==> config.mk <==
export PLATFORM = sky130hd
export DESIGN_NAME = csf_hash
export DESIGN_NICKNAME = d
export VERILOG_FILES = /design/src/sv/csf_pkg.sv /design/src/sv/csf_hash.sv
export SDC_FILE = /design/constraint.sdc
export NUM_CORES = 2
export LEC_CHECK = 0
export BUFFER_PORTS_ARGS = -buffer_cell sky130_fd_sc_hd__buf_2
export CAP_MARGIN = 20
export CORE_MARGIN = 5
export CORE_UTILIZATION = 40
export CTS_BUF_LIST = sky130_fd_sc_hd__clkbuf_4
export DETAILED_ROUTE_END_ITERATION = 8
export PLACE_DENSITY = 0.69
export SYNTH_ARGS = -nofsm -noshare
export SYNTH_HDL_FRONTEND = slang
export SYNTH_SLANG_ARGS = --single-unit
export TNS_END_PERCENT = 20
==> constraint.sdc <==
create_clock -name clk_i -period 7.21 [get_ports clk_i]
set_input_delay 1.442 -clock clk_i [delete_from_list [all_inputs] [get_ports clk_i]]
set_output_delay 1.442 -clock clk_i [all_outputs]
set_load 0.01 [all_outputs]
==> src/sv/csf_pkg.sv <==
// shared types, register codes and constants of the coupon spread filter
// depends on nothing; imported by every module of the block

package csf_pkg;

  // configuration register indexes
  localparam int unsigned CfgIdxW = 2;
  localparam logic [CfgIdxW-1:0] CFG_HASH_SEED    = 2'd0;
  localparam logic [CfgIdxW-1:0] CFG_COUPON_LIMIT = 2'd1;

  // register reset values
  localparam logic [31:0] HASH_SEED_RST    = 32'd0;
  localparam logic [3:0]  COUPON_LIMIT_RST = 4'd9;

  // estimate saturation value
  localparam int unsigned EstW    = 7;
  localparam logic [EstW-1:0] EST_MAX = 7'd127;

  // murmur3 x86_32 constants
  localparam logic [31:0] MUR_C1 = 32'hcc9e2d51;
  localparam logic [31:0] MUR_C2 = 32'h1b873593;
  localparam logic [31:0] MUR_C3 = 32'h85ebca6b;
  localparam logic [31:0] MUR_C4 = 32'hc2b2ae35;
  localparam logic [31:0] MUR_N  = 32'he6546b64;
  localparam logic [31:0] MUR_LEN = 32'd4;

  // pipeline latencies of the hash and the constant modulo units
  localparam int unsigned HashLat = 6;
  localparam int unsigned ModLat  = 3;

  // control states
  typedef enum logic [1:0] {
    ST_CLEAR,
    ST_IDLE,
    ST_HASH,
    ST_MODIFY
  } csf_state_e;

  // floor(b * (ln b - ln(b - c))), saturated; evaluated at elaboration only
  function automatic logic [EstW-1:0] est_entry(int b, int c);
    real v;
    if (c == 0) return '0;
    if (c >= b) return EST_MAX;
    v = real'(b) * ($ln(real'(b)) - $ln(real'(b - c)));
    if (v >= 127.0) return EST_MAX;
    return EstW'($rtoi(v));
  endfunction

endpackage

==> src/sv/csf_hash.sv <==
// six-stage pipelined murmur3 x86_32 hash of one 32-bit word
// depends on csf_pkg for the hash constants

module csf_hash import csf_pkg::*; (
  input  logic        clk_i,
  input  logic [31:0] word_i,
  input  logic [31:0] seed_i,
  output logic [31:0] hash_o
);

  logic [31:0] k1_q, k2_q, h1_q, h2_q, h3_q, hash_q;
  logic [31:0] k1_rot, h_mix, h_rot, h_add, h2_x;

  // body mixing of the single block
  assign k1_rot = {k1_q[16:0], k1_q[31:17]};
  assign h_mix  = seed_i ^ k2_q;
  assign h_rot  = {h_mix[18:0], h_mix[31:19]};
  assign h_add  = ((h_rot << 2) + h_rot + MUR_N) ^ MUR_LEN;
  assign h2_x   = h2_q ^ (h2_q >> 13);

  // at most one multiplier per stage
  always_ff @(posedge clk_i) begin
    k1_q   <= word_i * MUR_C1;
    k2_q   <= k1_rot * MUR_C2;
    h1_q   <= h_add ^ (h_add >> 16);
    h2_q   <= h1_q * MUR_C3;
    h3_q   <= h2_x * MUR_C4;
    hash_q <= h3_q ^ (h3_q >> 16);
  end

  assign hash_o = hash_q;

endmodule

* After elaboration in Yosys (flattened, before gate mapping) *
Cells that the tools add are included.

storage, ports and cells
  register bits after elaboration = 192
  bits of input ports = 65
  output and inout bits = 32
  logic and storage cells = 17

cells by class
  $add $sub $neg = 2
  multipliers = 4
  bitwise gates (word level) = 5

operator list
  operator                                                               number
  32-bit by 31-bit multiplier with 32-bit output, second input constant  2
  32-bit by 16-bit bitwise XOR with 32-bit output                        2
  32-bit adder                                                           1
  32-bit adder, second input constant                                    1
  32-bit by 29-bit multiplier with 32-bit output, second input constant  1
  32-bit by 32-bit multiplier with 32-bit output, second input constant  1
  32-bit by 19-bit bitwise XOR with 32-bit output                        1
  32-bit bitwise XOR                                                     1
  1-bit inverter                                                         1

* Depth between registers and ports, before layout *
  depth after elaboration = 5
  depth in mapped cells = 28
  gate-level depth less buffers = 28

* Worst setup path after synthesis *
No wires, ideal clock.

  path type = input to register
  start point = input word_i[9]
  end point = register k1_q[28]
  library setup time = 72 ps
  data arrival time = 6,951 ps
  data required time = 7,138 ps
  path slack = 187 ps
  cell stages on the path = 23
  buffers on the path = 0
  cell sequence = inv_1 ha_1 inv_1 fa_1 fa_1 inv_1 fa_1 fa_1 inv_1 fa_1 inv_1 fa_1 inv_1 ha_1 ha_1 a21o_1 or3_1 nand4_1 a21oi_1 o41ai_1 o21bai_1 a21oi_1 xnor2_1

between the ends
  word-level cells in the longest chain between the ends = 1

RTL lines
  element                                         RTL line        RTL
  start: declaration                              csf_hash.sv:6   input logic [31:0] word_i,
  32-bit by 31-bit multiplier with 32-bit output  csf_hash.sv:23  k1_q <= word_i * MUR_C1;
  end signal: assignment                          csf_hash.sv:23
  end: declaration                                csf_hash.sv:11  logic [31:0] k1_q, k2_q, h1_q, h2_q, h3_q, hash_q;

No other way between the ends.

* Final worst setup path *
  start point = register h2_q[19]
  end point = register h3_q[31]

between the ends
  word-level cells in the longest chain between the ends = 2

RTL lines
  element                                          RTL line        RTL
  start: declaration                               csf_hash.sv:11
  start signal: assignment                         csf_hash.sv:26  h2_q <= h1_q * MUR_C3;
  32-bit by 19-bit bitwise XOR with 32-bit output  csf_hash.sv:19  assign h2_x = h2_q ^ (h2_q >> 13);
  32-bit by 31-bit multiplier with 32-bit output   csf_hash.sv:27  h3_q <= h2_x * MUR_C4;
  end signal: assignment                           csf_hash.sv:27
  end: declaration                                 csf_hash.sv:11

No other way between the ends.

==> flow_metrics.tcl <==
set metrics [dict create \
    status "finished clean" \
    ys_seq_area_frac 0.0967 \
    dp_hpwl_um 91700 \
    vias 25759 \
    slew_headroom 0.511 \
    startpoint_type "flop" \
    utilization 0.438 \
    synth.top_cells.by_count "1340 x inv_1, 813 x ha_1, 732 x fa_1, 238 x xnor2_1, 192 x dfxtp_1" \
    worst_pin_slew_ns 0.732 \
    fillCellCount 9415 \
    dpl.cell_count 5443 \
    die_x_um 325 \
    netlist_area_um2 39800 \
    path_max_fanout 5 \
    grt_pass1_wl_um 157000 \
    synth_seq_cells 192 \
    dieHeight_um 325 \
    drive_gt1_frac 0.0635 \
    design_area_um2 43200 \
    io_pins 97 \
    async_reset_ff_frac 0 \
    drt_wl_total_um 99300 \
    r2r-end "h3_q[31]$_DFF_P_" \
    root_buffer "clkbuf_4" \
    layout.cells.non_filler 5483 \
    finalMaxSlewViolations 0 \
    dr.pass1.iters 5 \
    synthCells 3942 \
    io_buffers 96 \
    finalHoldViolCount 0 \
    vias_per_cell 4.70 \
    postSynthAreaPerCell_um2 10.1 \
    rrSetupSlack_ns 0.34 \
    synth_edf_count 0 \
    finalClockSkew_ns 0.0537 \
    clock_sinks 192 \
    ys_types 59 \
    overflow 0 \
    cts_made_buffers 17 \
    clk_pin_slew_ns 0.24 \
    cts_tree "built" \
    critPathArrivalTime_ns 7.64 \
    drt_iter0_drc 1151 \
    fp.coreArea_um2 98600 \
    routabilityCongestion 0.954 \
    synth_warnings 0 \
    synth_top_cell_area_share 0.369 \
    final_nets 5785 \
    crit_type "reg -> reg" \
    syn_nets 5552 \
    yosysMostFrequentCell "inv_1" \
    clk_path_buf_depth 2 \
    layout_min_cycle_time_ns 6.87 \
    antenna_found_initial 16 \
    grt.total_usage 0.192 \
    max_freq_ghz 0.146 \
    grt_pass1_vias 28055 \
    endpoint "h3_q[31]$_DFF_P_" \
    rr_worst_depth 26 \
    ant_nets 0 \
    syn2layout_area_growth_pct 8.59 \
    clk_latency_ns 0.82 \
    post_drt_wl_per_cell_um 18.1 \
    required_ns 7.98 \
    tns_ns 0 \
    min_path_type "reg -> reg" \
    dpl-instance-area_um2 42800 \
    min_period_over_period 0.953 \
    reg2reg_from "h2_q[19]$_DFF_P_" \
    row_count 115 \
    maxCapViolCount 0 \
    drcViolationCount 0 \
    grt_max_degree 25 \
    start_util 0.403 \
    endpoint_kind "flop" \
    htreeDepth 4 \
    synth_flop_cell "dfxtp_1" \
    grt_setup_unrepaired "no" \
    yosysTopAreaCell "fa_1" \
    die-area_um2 106000 \
    setup_viol 0 \
    yosys-top-cells-area "fa_1 37%, ha_1 26%, inv_1 13%, dfxtp_1 9.7%, xnor2_1 5.2%" \
    critPathLaunch "h2_q[19]$_DFF_P_" \
]
==> metal layers <==
| metal | global-route usage | vias to the layer above | share of wire |
|---|---|---|---|
| met1 | 0.255 | 12824 | 0.44 |
| met4 | 0.0373 | 12 | 0.018 |
| met3 | 0.0399 | 90 | 0.060 |
| met2 | 0.328 | 491 | 0.48 |
| li1 | - | 12342 | - |
| met5 | 0 | - | 0.00082 |
==> worst min-delay path by stage <==
| stage | endpoint | depth (start not counted) | startpoint |
|---|---|---|---|
| floorplan | hash_o[16]$_DFF_P_ | 0 | h3_q[16]$_DFF_P_ |
| global placement | hash_o[24]$_DFF_P_ | 0 | h3_q[24]$_DFF_P_ |
| detailed placement | hash_o[16]$_DFF_P_ | 0 | h3_q[16]$_DFF_P_ |
| CTS | hash_o[25]$_DFF_P_ | 0 | h3_q[25]$_DFF_P_ |
| global route | hash_o[25]$_DFF_P_ | 0 | h3_q[25]$_DFF_P_ |
| finish | hash_o[25]$_DFF_P_ | 0 | h3_q[25]$_DFF_P_ |
==> area by class of cell <==
cell class / instances / area (um^2) / area share
multi-input combinational: 2406 / 30900 / 0.715
inverter: 1340 / 5030 / 0.116
sequential: 192 / 3850 / 0.0891
tap: 1287 / 1610 / 0.0373
timing repair buffer: 218 / 1430 / 0.0332
clock inverter: 15 / 221 / 0.00513
clock buffer: 17 / 128 / 0.00296
antenna: 8 / 20.0 / 0.000464
==> stage by stage <==
stage	hold WS (ns)	setup WS, ns
after floorplan	0.349	0.187
after global placement	0.353	-0.0988
after detailed placement	0.354	-0.149
after CTS	0.351	0.131
after global routing	0.343	0.0159
final	0.357	0.341
==> worst max-delay path: stages, from the launching register on <==
cell      delay (ns)
dfxtp_1         0.39
xnor2_2         0.27
inv_1           0.13
ha_1            0.37
ha_1            0.31
a21oi_1         0.25
fa_1            0.46
fa_1            0.49
inv_1           0.05
fa_1            0.50
inv_1           0.05
fa_1            0.53
inv_1           0.05
fa_1            0.47
inv_1           0.05
fa_1            0.48
inv_1           0.04
ha_1            0.34
a21o_1          0.18
a221oi_1        0.29
buf_4           0.19
o211ai_1        0.12
a21oi_1         0.19
buf_4           0.16
nor2_1          0.05
a311oi_2        0.28
xnor2_1         0.15
==> logic make-up (layout without fill, tap and decap cells) <==
group / after synthesis / count (layout) / synth area share
compound gates: 306 / 306 / 0.0503
xor+xnor: 346 / 346 / 0.0762
fa+ha+maj: 1545 / 1545 / 0.624
buf+inv: 1344 / 1590 / 0.127
flops: 192 / 192 / 0.0967
other cells: 0 / 8 / 0
simple gates: 209 / 209 / 0.0255
==> flip-flops by register name (all words and copies together) (netlist names) <==
signal	flops
k1_q	32
h2_q	32
h3_q	32
k2_q	32
h1_q	32
hash_o	32
==> timing repair <==
item	4_1_cts	5_1_grt
pin swaps	0	1
resized for setup	1	4
cloned	0	0
buffers inserted	0	0
hold buffers	0	0
endpoints found under the setup margin	1	3
==> layout by cell type, fill, tap and decap left out, types with 7 or more instances in the layout <==
| cell type | Yosys | final |
|---|---|---|
| nand4_1 | 11 | 11 |
| nand3_1 | 13 | 13 |
| diode_2 | 0 | 8 |
| buf_4 | 0 | 119 |
| a21o_1 | 44 | 44 |
| nor2b_1 | 12 | 12 |
| buf_2 | 0 | 96 |
| nand2_1 | 50 | 50 |
| fa_1 | 732 | 731 |
| xor2_1 | 108 | 108 |
| a31oi_1 | 9 | 9 |
| and3_1 | 9 | 9 |
| and2_1 | 9 | 9 |
| xnor2_1 | 238 | 237 |
| inv_12 | 0 | 7 |
| or3_1 | 8 | 8 |
| nor3_1 | 18 | 18 |
| clkbuf_4 | 0 | 17 |
| o21ai_0 | 49 | 49 |
| inv_1 | 1340 | 1340 |
| o21bai_1 | 27 | 27 |
| ha_1 | 813 | 813 |
| dfxtp_1 | 192 | 190 |
| o21a_1 | 18 | 18 |
| a21oi_1 | 104 | 104 |
| a211oi_1 | 9 | 9 |
| nand2b_1 | 12 | 12 |
| nor2_1 | 57 | 57 |
Power is left out: the tool's default activity adds up to more than one toggle a clock period on the data nets, which glitch-free logic cannot reach.
