File: src/sv/csf_pkg.sv
// shared types, register codes and constants of the coupon spread filter
// depends on nothing; imported by every module of the block

package csf_pkg;

  // configuration register indexes
  localparam int unsigned CfgIdxW = 2;
  localparam logic [CfgIdxW-1:0] CFG_HASH_SEED    = 2'd0;
  localparam logic [CfgIdxW-1:0] CFG_COUPON_LIMIT = 2'd1;

  // register reset values
  localparam logic [31:0] HASH_SEED_RST    = 32'd0;
  localparam logic [3:0]  COUPON_LIMIT_RST = 4'd9;

  // estimate saturation value
  localparam int unsigned EstW    = 7;
  localparam logic [EstW-1:0] EST_MAX = 7'd127;

  // murmur3 x86_32 constants
  localparam logic [31:0] MUR_C1 = 32'hcc9e2d51;
  localparam logic [31:0] MUR_C2 = 32'h1b873593;
  localparam logic [31:0] MUR_C3 = 32'h85ebca6b;
  localparam logic [31:0] MUR_C4 = 32'hc2b2ae35;
  localparam logic [31:0] MUR_N  = 32'he6546b64;
  localparam logic [31:0] MUR_LEN = 32'd4;

  // pipeline latencies of the hash and the constant modulo units
  localparam int unsigned HashLat = 6;
  localparam int unsigned ModLat  = 3;

  // control states
  typedef enum logic [1:0] {
    ST_CLEAR,
    ST_IDLE,
    ST_HASH,
    ST_MODIFY
  } csf_state_e;

  // floor(b * (ln b - ln(b - c))), saturated; evaluated at elaboration only
  function automatic logic [EstW-1:0] est_entry(int b, int c);
    real v;
    if (c == 0) return '0;
    if (c >= b) return EST_MAX;
    v = real'(b) * ($ln(real'(b)) - $ln(real'(b - c)));
    if (v >= 127.0) return EST_MAX;
    return EstW'($rtoi(v));
  endfunction

endpackage

File: src/sv/csf_mod.sv
// three-stage remainder of a 32-bit word by a build-time constant
// uses a reciprocal multiply with one correction step; depends on csf_pkg

module csf_mod import csf_pkg::*; #(
  parameter int unsigned DIVISOR = 12,
  parameter int unsigned OUT_W   = (DIVISOR > 1) ? $clog2(DIVISOR) : 1
) (
  input  logic             clk_i,
  input  logic [31:0]      value_i,
  output logic [OUT_W-1:0] rem_o
);

  localparam logic [32:0] Recip = 33'((64'd1 << 32) / DIVISOR);
  localparam logic [31:0] Div32 = 32'(DIVISOR);

  logic [64:0] quot_prod;
  logic [31:0] val1_q, quot_q, rem_q, out_q;

  // quotient estimate is exact or one short
  assign quot_prod = {33'd0, value_i} * {32'd0, Recip};

  always_ff @(posedge clk_i) begin
    val1_q <= value_i;
    quot_q <= quot_prod[63:32];
    rem_q  <= val1_q - 32'(quot_q * Div32);
    out_q  <= (rem_q >= Div32) ? (rem_q - Div32) : rem_q;
  end

  assign rem_o = out_q[OUT_W-1:0];

endmodule

File: config.mk
export PLATFORM = sky130hd
export DESIGN_NAME = csf_mod
export DESIGN_NICKNAME = d
export VERILOG_FILES = /design/src/sv/csf_pkg.sv /design/src/sv/csf_mod.sv
export SDC_FILE = /design/constraint.sdc
export NUM_CORES = 1
export LEC_CHECK = 0
export ABC_AREA = 1
export CAP_MARGIN = 40
export CORE_MARGIN = 2
export CORE_UTILIZATION = 27
export CTS_BUF_LIST = sky130_fd_sc_hd__clkbuf_4 sky130_fd_sc_hd__clkbuf_8 sky130_fd_sc_hd__clkbuf_16
export DETAILED_ROUTE_END_ITERATION = 6
export DONT_BUFFER_PORTS = 1
export PLACE_DENSITY = 0.45
export SLEW_MARGIN = 20
export SYNTH_ARGS = -nofsm -noshare
export SYNTH_HDL_FRONTEND = slang
export SYNTH_SLANG_ARGS = --single-unit
File: constraint.sdc
create_clock -name clk_i -period 12.3 [get_ports clk_i]
set_input_delay 0.615 -clock clk_i [delete_from_list [all_inputs] [get_ports clk_i]]
set_output_delay 0.615 -clock clk_i [all_outputs]
set_load 0.02 [all_outputs]
# Word level (Yosys, flattened, before mapping)
# Index checks and enable logic that the tools add are counted.
[classes]
n_addsub = 2
mul = 2
magnitude_cmp = 1
muxes = 1
[op_table]
columns = ["cell", "count"]
rows = [
  ["$mul 32x29->61 const B", 1],
  ["$ge 32x4->1 const B", 1],
  ["$sub 32x32->32", 1],
  ["$mul 29x2->30 const B", 1],
  ["$mux 4", 1],
  ["$sub 4x4->4 const B", 1],
]
[word_totals]
ff_bits = 97
inputBits = 33
output_inout_bits = 4
word_cells = 10

# Longest topological paths before layout
# Gate-level depths: netlist of run 1.
[logic_depth]
ltp_word = 2
mapped_depth = 32
ltp_nobuf = 32

# Worst setup path before layout of run 1
# No wires, ideal clock.
[synth_timing]
path_type = "input to register"
startpoint = "input value_i[20]"
endpoint = "register quot_q[20]"
arrival_ns = 5.766
t_required_ns = 12.188
setup_slack_ns = 6.421
cell_stages = 27
n_path_buf = 0
path_cell_list = "ha_1 -> inv_1 -> fa_1 -> inv_1 -> fa_1 -> inv_1 -> fa_1 -> inv_1 -> fa_1 -> fa_1 -> fa_1 -> inv_1 -> fa_1 -> inv_1 -> ha_1 -> nand2_1 -> inv_1 -> nand2_1 -> nand2_1 -> nand2_1 -> nand3_1 -> a21oi_1 -> nor2_1 -> nor2_1 -> nand2_1 -> nand2_1 -> nand2_1"
[synth_between]
elab_chain_len = 1
[synth_rtl]
columns = ["element", "line_no", "source"]
rows = [
  ["from (decl)", "csf_mod.sv:9", "input logic [31:0] value_i,"],
  ["$mul 32x29->61", "csf_mod.sv:20", "assign quot_prod = {33'd0, value_i} * {32'd0, Recip};"],
  ["via quot_prod[52]", "csf_mod.sv:16", "logic [64:0] quot_prod;"],
  ["to (signal assigned)", "csf_mod.sv:24", "quot_q <= quot_prod[63:32];"],
  ["to (decl)", "csf_mod.sv:17", "logic [31:0] val1_q, quot_q, rem_q, out_q;"],
]
# The timed path passes the listed nets, and every way through them passes these cells.

# Worst setup path in the final report of run 1
[layout_timing]
startpoint = "input value_i[1]"
endpoint = "register quot_q[18]"
# Same word-level chain as after synthesis.

==> out/metrics.cfg, run 1 <==
[run_status]
run_status = completed

[timing]
slew_violations = 0
worst_pin_slew_ns = 0.6724
fmax_ghz = 0.1584
setup_tns_ns = 0
relSlewSlack_pct = 55.02
rsz0062_at_grt = no
fin_worst_skew_ns = 0.01174
post-route-period-util_pct = 51.31
setup_violations = 0
hold_viol = 0
min_period_ns = 6.311

[clocking]
clk_latency_ns = 0.39
numCtsBuffers = 9
path_clk_slew_ns = 0.08
root_buffer = clkbuf_16
postCtsSetupBuffers = 0
cts_resized = 0
cts_tree = built
ctsHtreeMaxLevel = 3
cts_sinks = 97
hold_buffers = 0
clock_path_buffers = 2

[setup_path]
worst_setup_path_start_kind = input port
crit_slowest_cell = fa_1
critPathCaptureType = register
required_ns = 12.59
cp_slowest_stage_delay_ns = 0.58
path_cells = ha_1 -> xor2_1 -> ha_1 -> or2_2 -> fa_1 -> fa_1 -> fa_1 -> fa_1 -> fa_1 -> inv_1 -> fa_1 -> inv_1 -> ha_1 -> nand2_1 -> nor2_1 -> inv_1 -> o21ai_0 -> inv_1 -> nand2_1 -> a21oi_1 -> nand3_1 -> nand2_1
arrival_ns = 6.60
cp_max_fo = 9
crit_top_cell = fa_1
critical_path_class = input port to register

[synthesis]
yosys.area.top_type = fa_1
synth-simple-area-share_pct = 16.90
muxShareOfSynthArea_pct = 0
synth_top_area_share_pct = 28.90
synthArstFlopShare_pct = 0
yosysWarnings = 0
synth-edff-count = 0
synth_xor_xnor_area_share_pct = 2.832
synthesis.area_um2 = 21960
synth_area_leaders = fa_1, ha_1, inv_1, nand2_1, dfxtp_1
synth_ff_type = dfxtp_1
synthesis.instances = 2792
yosysSeqAreaShare_pct = 8.844
synth_fa_ha_area_share_pct = 52.32
yosys_register_bits = 97
synth_compound_area_share_pct = 6.433
synth_top_family_by_area = adder cells
synth_nets = 3553
avgSynthCellArea_um2 = 7.864
ys_types = 34

[grt]
grt_antenna_before_repair = 8
grt_usage_pct = 18.87
grt-ovfl-total = 0
grt_start_max_net_pins = 20
grt_pass1_wl_mm = 114.9
grt_pass1_vias = 18570

[placement]
dp_hpwl_mm = 69.82
gp_congestion = 0.9839
portBuffers = 0

[die]
io_pins = 37
die_w_um = 289.2
start_util_pct = 27.26
die-height_um = 289.2
die_area_um2 = 83620
placementRows = 104
coreArea_um2 = 80550

[detailed_routing]
antenna_left = 0
wl_mm = 76.25
via_count = 17160
wl_per_cell_um = 19.71
routed_via_density = 4.437
dr.pass1.iters = 6
drc = 0
drt_iter0_drc = 1015

[worst_hold_path]
hp-class = input port to register

[cells_and_area]
area_growth_pct = 7.385
drive_gt1_share_pct = 1.674
fillers = 8854
fin_nets = 3564
antenna_cells = 0

[job]
max_cap_viol_count = 0

## cells in the final DEF, fill, tap and decap left out, types with 3 or more instances in the layout
| master | synthesis | routed |
|---|---|---|
| o21ai_0 | 64 | 64 |
| inv_6 | 0 | 3 |
| nand2_2 | 5 | 5 |
| nor2_2 | 4 | 4 |
| nor3_2 | 4 | 4 |
| nand2_1 | 533 | 533 |
| xnor2_1 | 26 | 26 |
| nand4_1 | 21 | 21 |
| o21bai_1 | 24 | 24 |
| o21ai_1 | 4 | 4 |
| o21ai_2 | 3 | 3 |
| a31oi_1 | 3 | 3 |
| a21boi_0 | 4 | 4 |
| o21a_1 | 4 | 4 |
| nand3b_1 | 5 | 5 |
| a21oi_1 | 136 | 136 |
| ha_1 | 411 | 411 |
| nor2_1 | 196 | 196 |
| nor4_2 | 3 | 3 |
| nor4_1 | 11 | 11 |
| xor2_1 | 45 | 45 |
| clkbuf_16 | 0 | 9 |
| nand3_1 | 90 | 90 |
| a21o_1 | 10 | 10 |
| inv_2 | 7 | 7 |
| nor3_1 | 21 | 21 |
| dfxtp_1 | 97 | 97 |
| fa_1 | 317 | 317 |
| inv_1 | 734 | 734 |
## path summary, 6_finish.rpt
check / cells after the start / from / slack, ns / to
hold / removal: 0 / value_i[26] / 0.25 / val1_q[26]
hold reg to reg: 0 / rem_q[0] / 0.33 / out_q[0]
setup / recovery: 22 / value_i[1] / 5.99 / quot_q[18]
setup reg to reg: 16 / quot_q[9] / 8.61 / rem_q[31]
## per-stage QoR
stage | instance area, um^2 | setup slack (ns) | util, % | cells | hold slack, ns
after detailed placement | 23280 | 5.616 | 28.91 | 3852 | 0.3121
after floorplan | 21960 | 6.421 | - | 2792 | 0.3096
after CTS | 23580 | 6.021 | 29.27 | 3868 | 0.2308
after global placement | 23280 | 5.592 | 28.91 | 3852 | 0.3112
final | 23580 | 5.989 | 29.27 | 3868 | 0.2486
after global routing | 23580 | 5.778 | 29.27 | 3868 | 0.2348
## final cells by class
type                    instances  area [um^2]  area share [%]
inverters                     741         2781           11.80
multi-input cells            1954        17230           73.09
flip-flops and latches         97         1942           8.236
clock inverters                 7        70.07          0.2972
clock buffers                   9        225.2          0.9552
well taps                    1060         1326           5.625
## worst max-delay path: cells and delay by family
family | cells | cell delay [ns]
compound gates | 2 | 0.56
xor+xnor | 1 | 0.28
fa+ha+maj | 9 | 3.97
buf+inv | 4 | 0.30
simple gates | 6 | 0.87
## per-layer routing
layer	share of wire [%]	vias up	GRT usage [%]
li1	-	8596	-
met1	47	8174	25.48
met2	47	329	32.50
met3	4.1	62	1.937
met4	1.9	0	4.059
met5	0	-	0
## kinds of logic after synthesis
kind of cell	count (synthesis)
AO/OA/AOI/OAI	255
adder cells (fa/ha/maj)	728
XOR/XNOR	71
flip-flops	97
buffers and inverters	741
AND/OR/NAND/NOR	900
## cells in the mapped netlist (3+ instances only)
cell type,n
nand3b_1,5
nand3_1,90
nand2_2,5
nand4_1,21
nor2_1,196
o21ai_2,3
nor3_2,4
nand2_1,533
xor2_1,45
a21boi_0,4
fa_1,317
o21a_1,4
a21oi_1,136
nor2_2,4
nor4_1,11
xnor2_1,26
dfxtp_1,97
o21bai_1,24
inv_1,734
inv_2,7
ha_1,411
nor4_2,3
o21ai_1,4
o21ai_0,64
a31oi_1,3
a21o_1,10
nor3_1,21
## state kept, by name, indices dropped and copies added, names as in the netlist
signal	count
quot_q	29
out_q	4
val1_q	32
rem_q	32
Power of run 1 is left out: the tool's default activity adds up to more than one toggle a clock period on the data nets, which glitch-free logic cannot reach.
==> run 2: changes to the inputs <==
--- a/config.mk
+++ b/config.mk
@@ -5,14 +5,14 @@
 export SDC_FILE = /design/constraint.sdc
 export NUM_CORES = 1
 export LEC_CHECK = 0
-export ABC_AREA = 1
+export ABC_AREA = 0
 export CAP_MARGIN = 40
 export CORE_MARGIN = 2
 export CORE_UTILIZATION = 27
 export CTS_BUF_LIST = sky130_fd_sc_hd__clkbuf_4 sky130_fd_sc_hd__clkbuf_8 sky130_fd_sc_hd__clkbuf_16
 export DETAILED_ROUTE_END_ITERATION = 6
 export DONT_BUFFER_PORTS = 1
-export PLACE_DENSITY = 0.45
+export PLACE_DENSITY = 0.47
 export SLEW_MARGIN = 20
 export SYNTH_ARGS = -nofsm -noshare
 export SYNTH_HDL_FRONTEND = slang
==> constraint.sdc (replaced) <==
create_clock -name clk_i -period 5.41 [get_ports clk_i]
set_input_delay 0.2705 -clock clk_i [delete_from_list [all_inputs] [get_ports clk_i]]
set_output_delay 0.2705 -clock clk_i [all_outputs]
set_load 0.02 [all_outputs]
==> out/metrics.cfg, run 2 <==
[run_status]
run_status = complete, but fails checks
violations = negative setup slack

[clocking]
root_buffer = clkbuf_16
cts_sinks = 97  ; unchanged
cts_tree = built
path_clk_slew_ns = 0.08  ; about the same
clock_path_buffers = 2  ; unchanged
ctsHtreeMaxLevel = 3  ; unchanged
numCtsBuffers = 9  ; unchanged
clk_latency_ns = 0.37  ; -0.02 ns

[cells_and_area]
area_growth_pct = 26.38
stdcell_count = 3375  ; -13%
finalInstanceArea_um2 = 25080  ; +6.3%
layout_common_cells = inv_1, ha_1, buf_4, fa_1, dfxtp_1
antenna_cells = 0  ; unchanged
layout.area.seq_um2 = 1942  ; unchanged
fin_nets = 3172  ; -11%
layout_commonest_cell = inv_1
drive_gt1_share_pct = 21.27  ; +20 points
fillers = 7512  ; -15%
fin_util_pct = 34.43  ; +5.2 points
layout_top_registers = rem_q x32, val1_q x32, quot_q x29
multi_input_area_um2 = 16740  ; -2.9%

[synthesis]
synth_top_area_share_pct = 31.98  ; +3.1 points
ys_types = 70  ; +110%
synthesis.area_um2 = 19840  ; -9.6%
synth.most_common_cell = inv_1
synth_ff_type = dfxtp_1
synth_area_leaders = fa_1, ha_1, inv_1, dfxtp_1, a21oi_1
yosys-top-cells-count = inv_1, ha_1, fa_1
synth-simple-area-share_pct = 6.539  ; -10 points
synth_xor_xnor_area_share_pct = 4.370  ; +1.5 points
yosys_register_bits = 97  ; unchanged
yosys.area.top_type = fa_1
synth_fa_ha_area_share_pct = 57.90  ; +5.6 points
synth-edff-count = 0  ; unchanged
synthesis.instances = 2040  ; -27%
synth_top_family_by_area = adder cells
yosysSeqAreaShare_pct = 9.787  ; +0.94 points
avgSynthCellArea_um2 = 9.726  ; +24%
synthArstFlopShare_pct = 0  ; unchanged
synth_nets = 2801  ; -21%
muxShareOfSynthArea_pct = 0.1072  ; +0.11 points
yosysWarnings = 0  ; unchanged
synth_compound_area_share_pct = 10.95  ; +4.5 points

[placement]
gp_congestion = 0.9174  ; -6.8%
dp_hpwl_mm = 58.43  ; -16%
post-place-ws_ns = -1.426  ; -7.042 ns
portBuffers = 0  ; unchanged
placed_area_um2 = 23700  ; +1.8%
dp_cells = 3305  ; -14%

[die]
die_area_um2 = 75670  ; -9.5%
die-height_um = 275.1  ; -4.9%
die_w_um = 275.1  ; -4.9%
placementRows = 99  ; -4.8%
start_util_pct = 27.24  ; about the same
coreArea_um2 = 72830  ; -9.6%
io_pins = 37  ; unchanged

[worst_hold_path]
hp-class = register to register

[timing]
hold_viol = 0  ; unchanged
postLayoutSetupSlackWorst_ns = -0.7238  ; -6.712 ns
fmax_ghz = 0.1630
relSlewSlack_pct = 53.23  ; -1.8 points
rsz0062_at_grt = yes
worst_pin_slew_ns = 0.6924  ; +0.01999 ns
slew_violations = 0  ; unchanged
min_period_ns = 6.134
fin_worst_skew_ns = 0.01447  ; +0.002730 ns
post-route-period-util_pct = 113.4
setup_violations = 29  ; +29

[grt]
grt_start_max_net_pins = 20  ; unchanged
grt_usage_pct = 17.55  ; -1.3 points
grt-ovfl-total = 0  ; unchanged
grt_antenna_before_repair = 0  ; -8
grt_pass1_vias = 16240  ; -13%
grt_pass1_wl_mm = 98.69  ; -14%

[detailed_routing]
via_count = 15120  ; -12%
drc = 0  ; unchanged
drt_iter0_drc = 736  ; -27%
wl_per_cell_um = 19.38  ; -1.7%
antenna_left = 0  ; unchanged
dr.pass1.iters = 7  ; +1
wl_mm = 65.39  ; -14%
routed_via_density = 4.479  ; +0.94%

[setup_path]
cp_max_fo = 7  ; -2
critPathCaptureType = register
required_ns = 5.70  ; -6.89 ns
critical_path_class = input port to register
worst_setup_path_start_kind = input port
arrival_ns = 6.43  ; -0.17 ns

[job]
max_cap_viol_count = 0  ; unchanged

-- run 2: cell types whose count changed after synthesis, moves of 10 or more --
cell      before  now
nand2_1      533   62
clkbuf_1       0   12
a21o_1        10   65
and2_1         1   11
o21ai_0       64   28
a21oi_1      136  102
nand3_1       90   30
inv_1        734  524
xnor2_1       26   54
o211ai_1       0   12
nor2_1       196   48
-- run 2: final timing paths --
| path | start | to | slack [ns] | depth (start not counted) |
|---|---|---|---|---|
| setup / recovery | value_i[16] | quot_q[20] | -0.72 | 24 |
| hold / removal | val1_q[1] | rem_q[1] | 0.33 | 0 |
| setup reg to reg | quot_q[1] | rem_q[26] | 0.76 | 17 |
| hold reg to reg | val1_q[1] | rem_q[1] | 0.33 | 0 |
-- run 2: metal layers --
layer,vias to the layer above,part of all wire [%],GRT usage (%)
met5,-,0,0
met4,0,2.0,4.068
met3,45,2.3,0.9950
met2,206,49,30.59
met1,7501,46,23.80
li1,7363,-,-
-- run 2: metrics by stage --
stage          hold slack [ns]  TNS (ns)
2_1_floorplan           0.2982    -15.64
5_1_grt                 0.3513    -20.29
3_3_place_gp            0.2988    -32.20
3_5_place_dp            0.2987    -32.93
4_1_cts                 0.3373    -13.87
6_report                0.3334    -14.93
-- run 2: what timing repair did --
| action | in CTS | in global routing |
|---|---|---|
| gates cloned | 0 | 0 |
| pin swaps | 71 | 17 |
| endpoints found under the setup margin | 29 | 29 |
| hold endpoints to repair | 32 | 0 |
| buffers inserted | 16 | 6 |
| hold buffers | 32 | 0 |
| gates resized for setup | 81 | 37 |
-- run 2: layout make-up --
cell class | instances | share of cell area [%]
timing repair buffer | 376 | 11.68
clock inverter | 7 | 0.2894
tap | 959 | 4.785
multi-input combinational | 1402 | 66.74
clock buffer | 9 | 0.8982
sequential | 97 | 7.744
inverter | 525 | 7.859
-- run 2: cells by family after synthesis --
logic type,Yosys count
compound gates,322
xor+xnor,99
fa+ha+maj,728
buf+inv,541
flops,97
mux,2
simple gates,251
-- run 2: critical path, stage by stage --
cell	delay, ns
ha_4	0.25
inv_2	0.03
fa_1	0.54
inv_2	0.05
fa_1	0.49
inv_2	0.04
fa_2	0.53
inv_2	0.04
fa_1	0.46
fa_1	0.49
fa_1	0.51
inv_2	0.04
fa_1	0.50
inv_2	0.05
ha_4	0.27
and4_4	0.22
nand2_2	0.06
or4_4	0.49
a31oi_4	0.25
nor3_4	0.07
o21a_4	0.25
o211a_4	0.26
o21ai_2	0.13
xnor2_1	0.14
Power of run 2 is left out for the same reason.
==> run 3: changes to the inputs <==
--- a/config.mk
+++ b/config.mk
@@ -13,6 +13,7 @@
 export DETAILED_ROUTE_END_ITERATION = 6
 export DONT_BUFFER_PORTS = 1
 export PLACE_DENSITY = 0.47
+export SKIP_LAST_GASP = 1
 export SLEW_MARGIN = 20
 export SYNTH_ARGS = -nofsm -noshare
 export SYNTH_HDL_FRONTEND = slang
==> out/metrics.cfg, run 3 (synthesized netlist as in run 2, its figures left out) <==
[setup_path]
cp_num_buf_inv = 6  ; unchanged
r2r_setup_slack_ns = 0.76  ; about the same
path_cells = ha_4 -> inv_2 -> fa_1 -> inv_2 -> fa_1 -> inv_2 -> fa_2 -> inv_2 -> fa_1 -> fa_1 -> fa_1 -> inv_2 -> fa_1 -> inv_2 -> ha_4 -> and4_4 -> nand2_2 -> or4_4 -> a31oi_4 -> nor3_4 -> o21a_4 -> o211a_4 -> o21ai_2 -> xnor2_1
worstReg2RegEnd = rem_q[26]
cp_slowest_stage_delay_ns = 0.54  ; about the same
cp_max_fo = 7  ; unchanged
crit_start = value_i[16]
critical_path.top_delay_family = adder cells
critical_path_class = input port to register
crit_slowest_cell = fa_1
arrival_ns = 6.43  ; about the same
reg2regPathDepth = 17  ; unchanged
critPathCapture = quot_q[20]
worst_setup_path_start_kind = input port
cp.depth = 24  ; unchanged
r2r_start = quot_q[1]
critPathCaptureType = register
required_ns = 5.70  ; about the same

[cells_and_area]
fin_util_pct = 34.33  ; -0.10 points
drive_gt1_share_pct = 20.87  ; -0.41 points
fin_nets = 3171  ; -0.032%
layout_top_registers = rem_q x32, val1_q x32, quot_q x29
layout_commonest_cell = inv_1
stdcell_count = 3375  ; unchanged
layout_common_cells = inv_1, ha_1, buf_4, fa_1, dfxtp_1
finalInstanceArea_um2 = 25000  ; -0.29%
area_growth_pct = 26.01

[job]
max_cap_viol_count = 0  ; unchanged

[timing]
worst_pin_slew_ns = 0.6920  ; -0.0004482 ns
relSlewSlack_pct = 53.26  ; about the same
slew_violations = 0  ; unchanged
whs_ns = 0.3360  ; +0.002647 ns
postLayoutSetupSlackWorst_ns = -0.7293  ; -0.005595 ns
post-route-period-util_pct = 113.5  ; about the same
hold_viol = 0  ; unchanged
setup_violations = 29  ; unchanged
fin_worst_skew_ns = 0.01470  ; +0.0002304 ns
min_period_ns = 6.139  ; +0.005595 ns
rsz0062_at_grt = yes
fmax_ghz = 0.1629  ; about the same

[grt]
grt_antenna_before_repair = 0  ; unchanged
grt_start_max_net_pins = 20  ; unchanged
grt_pass1_vias = 16260  ; +0.099%
grt-ovfl-total = 0  ; unchanged
grt_pass1_wl_mm = 98.73  ; about the same
grt_usage_pct = 17.56  ; about the same

[clocking]
ctsHtreeMaxLevel = 3  ; unchanged
clk_latency_ns = 0.37  ; about the same
root_buffer = clkbuf_16
numCtsBuffers = 9  ; unchanged
clock_path_buffers = 2  ; unchanged
path_clk_slew_ns = 0.08  ; about the same
cts_tree = built
cts_sinks = 97  ; unchanged

[worst_hold_path]
holdPathStages = 0  ; unchanged
hp-class = register to register

[die]
die-height_um = 275.1  ; unchanged
placementRows = 99  ; unchanged
io_pins = 37  ; unchanged
coreArea_um2 = 72830  ; unchanged
start_util_pct = 27.24  ; unchanged
die_area_um2 = 75670  ; unchanged
die_w_um = 275.1  ; unchanged

[placement]
placed_area_um2 = 23700  ; unchanged
gp_congestion = 0.9174  ; unchanged
portBuffers = 0  ; unchanged
dp_hpwl_mm = 58.43  ; unchanged
dp_cells = 3305  ; unchanged

[detailed_routing]
dr.pass1.iters = 7  ; unchanged
wl_mm = 65.32  ; -0.12%
antenna_left = 0  ; unchanged
wl_per_cell_um = 19.35  ; -0.12%
via_count = 15090  ; -0.18%
drt_iter0_drc = 750  ; +1.9%
routed_via_density = 4.471  ; -0.18%
drc = 0  ; unchanged

[run_status]
violations = negative setup slack
run_status = complete, but fails checks

## run 3: worst register-to-register path: stages (launching register included)
cell and delay (ns):
dfxtp_1 0.35, ha_1 0.22, fa_1 0.40, a21oi_1 0.20, nor2_1 0.07, o31a_1 0.28, o211ai_1 0.44, nand2_1 0.12
o21ai_0 0.18, nand2b_1 0.09, xnor2_1 0.13, ha_1 0.38, a2111o_1 0.49, a2111oi_4 0.44, nor4b_4 0.13, o311ai_1 0.34
o21ai_1 0.12, xor2_1 0.16
## run 3: worst min-delay path by stage
| stage | start | end | slack [ns] |
|---|---|---|---|
| 2_1_floorplan | value_i[0] | val1_q[0] | 0.30 |
| 3_3_place_gp | value_i[3] | val1_q[3] | 0.30 |
| 3_5_place_dp | value_i[3] | val1_q[3] | 0.30 |
| 4_1_cts | rem_q[1] | out_q[1] | 0.34 |
| 5_1_grt | val1_q[0] | rem_q[0] | 0.35 |
| 6_report | val1_q[1] | rem_q[1] | 0.34 |
## run 3: stage by stage
stage          setup TNS [ns]  setup slack (ns)
6_report               -15.01           -0.7293
5_1_grt                -20.48           -0.8836
4_1_cts                -13.98           -0.7104
3_5_place_dp           -32.93            -1.426
3_3_place_gp           -32.20            -1.361
2_1_floorplan          -15.64           -0.8045
## run 3: routing by layer
metal  vias to the layer above  track usage (%)  wire (um)
li1                       7362                -          -
met1                      7497            23.80      30590
met2                       186            30.61      32200
met3                        43            1.012       1171
met4                         0            4.068       1352
met5                         -                0          0
## run 3: layout make-up
cell class              count  area, um^2
fillers                  7527       47830
multi-input cells        1402       16670
repair buffers            375        2914
inverters                 525        1971
flip-flops and latches     97        1942
well taps                 959        1200
clock buffers               9       225.2
clock inverters             7       72.57
diodes                      1       2.502
## run 3: repair_timing
action	in CTS	in global routing
endpoints found under the setup margin	29	29
resized for setup	75	30
gates cloned	0	0
pin swaps	70	16
endpoints found under the hold margin	32	0
buffers inserted	16	5
hold buffers	32	0
Power of run 3 is left out for the same reason.
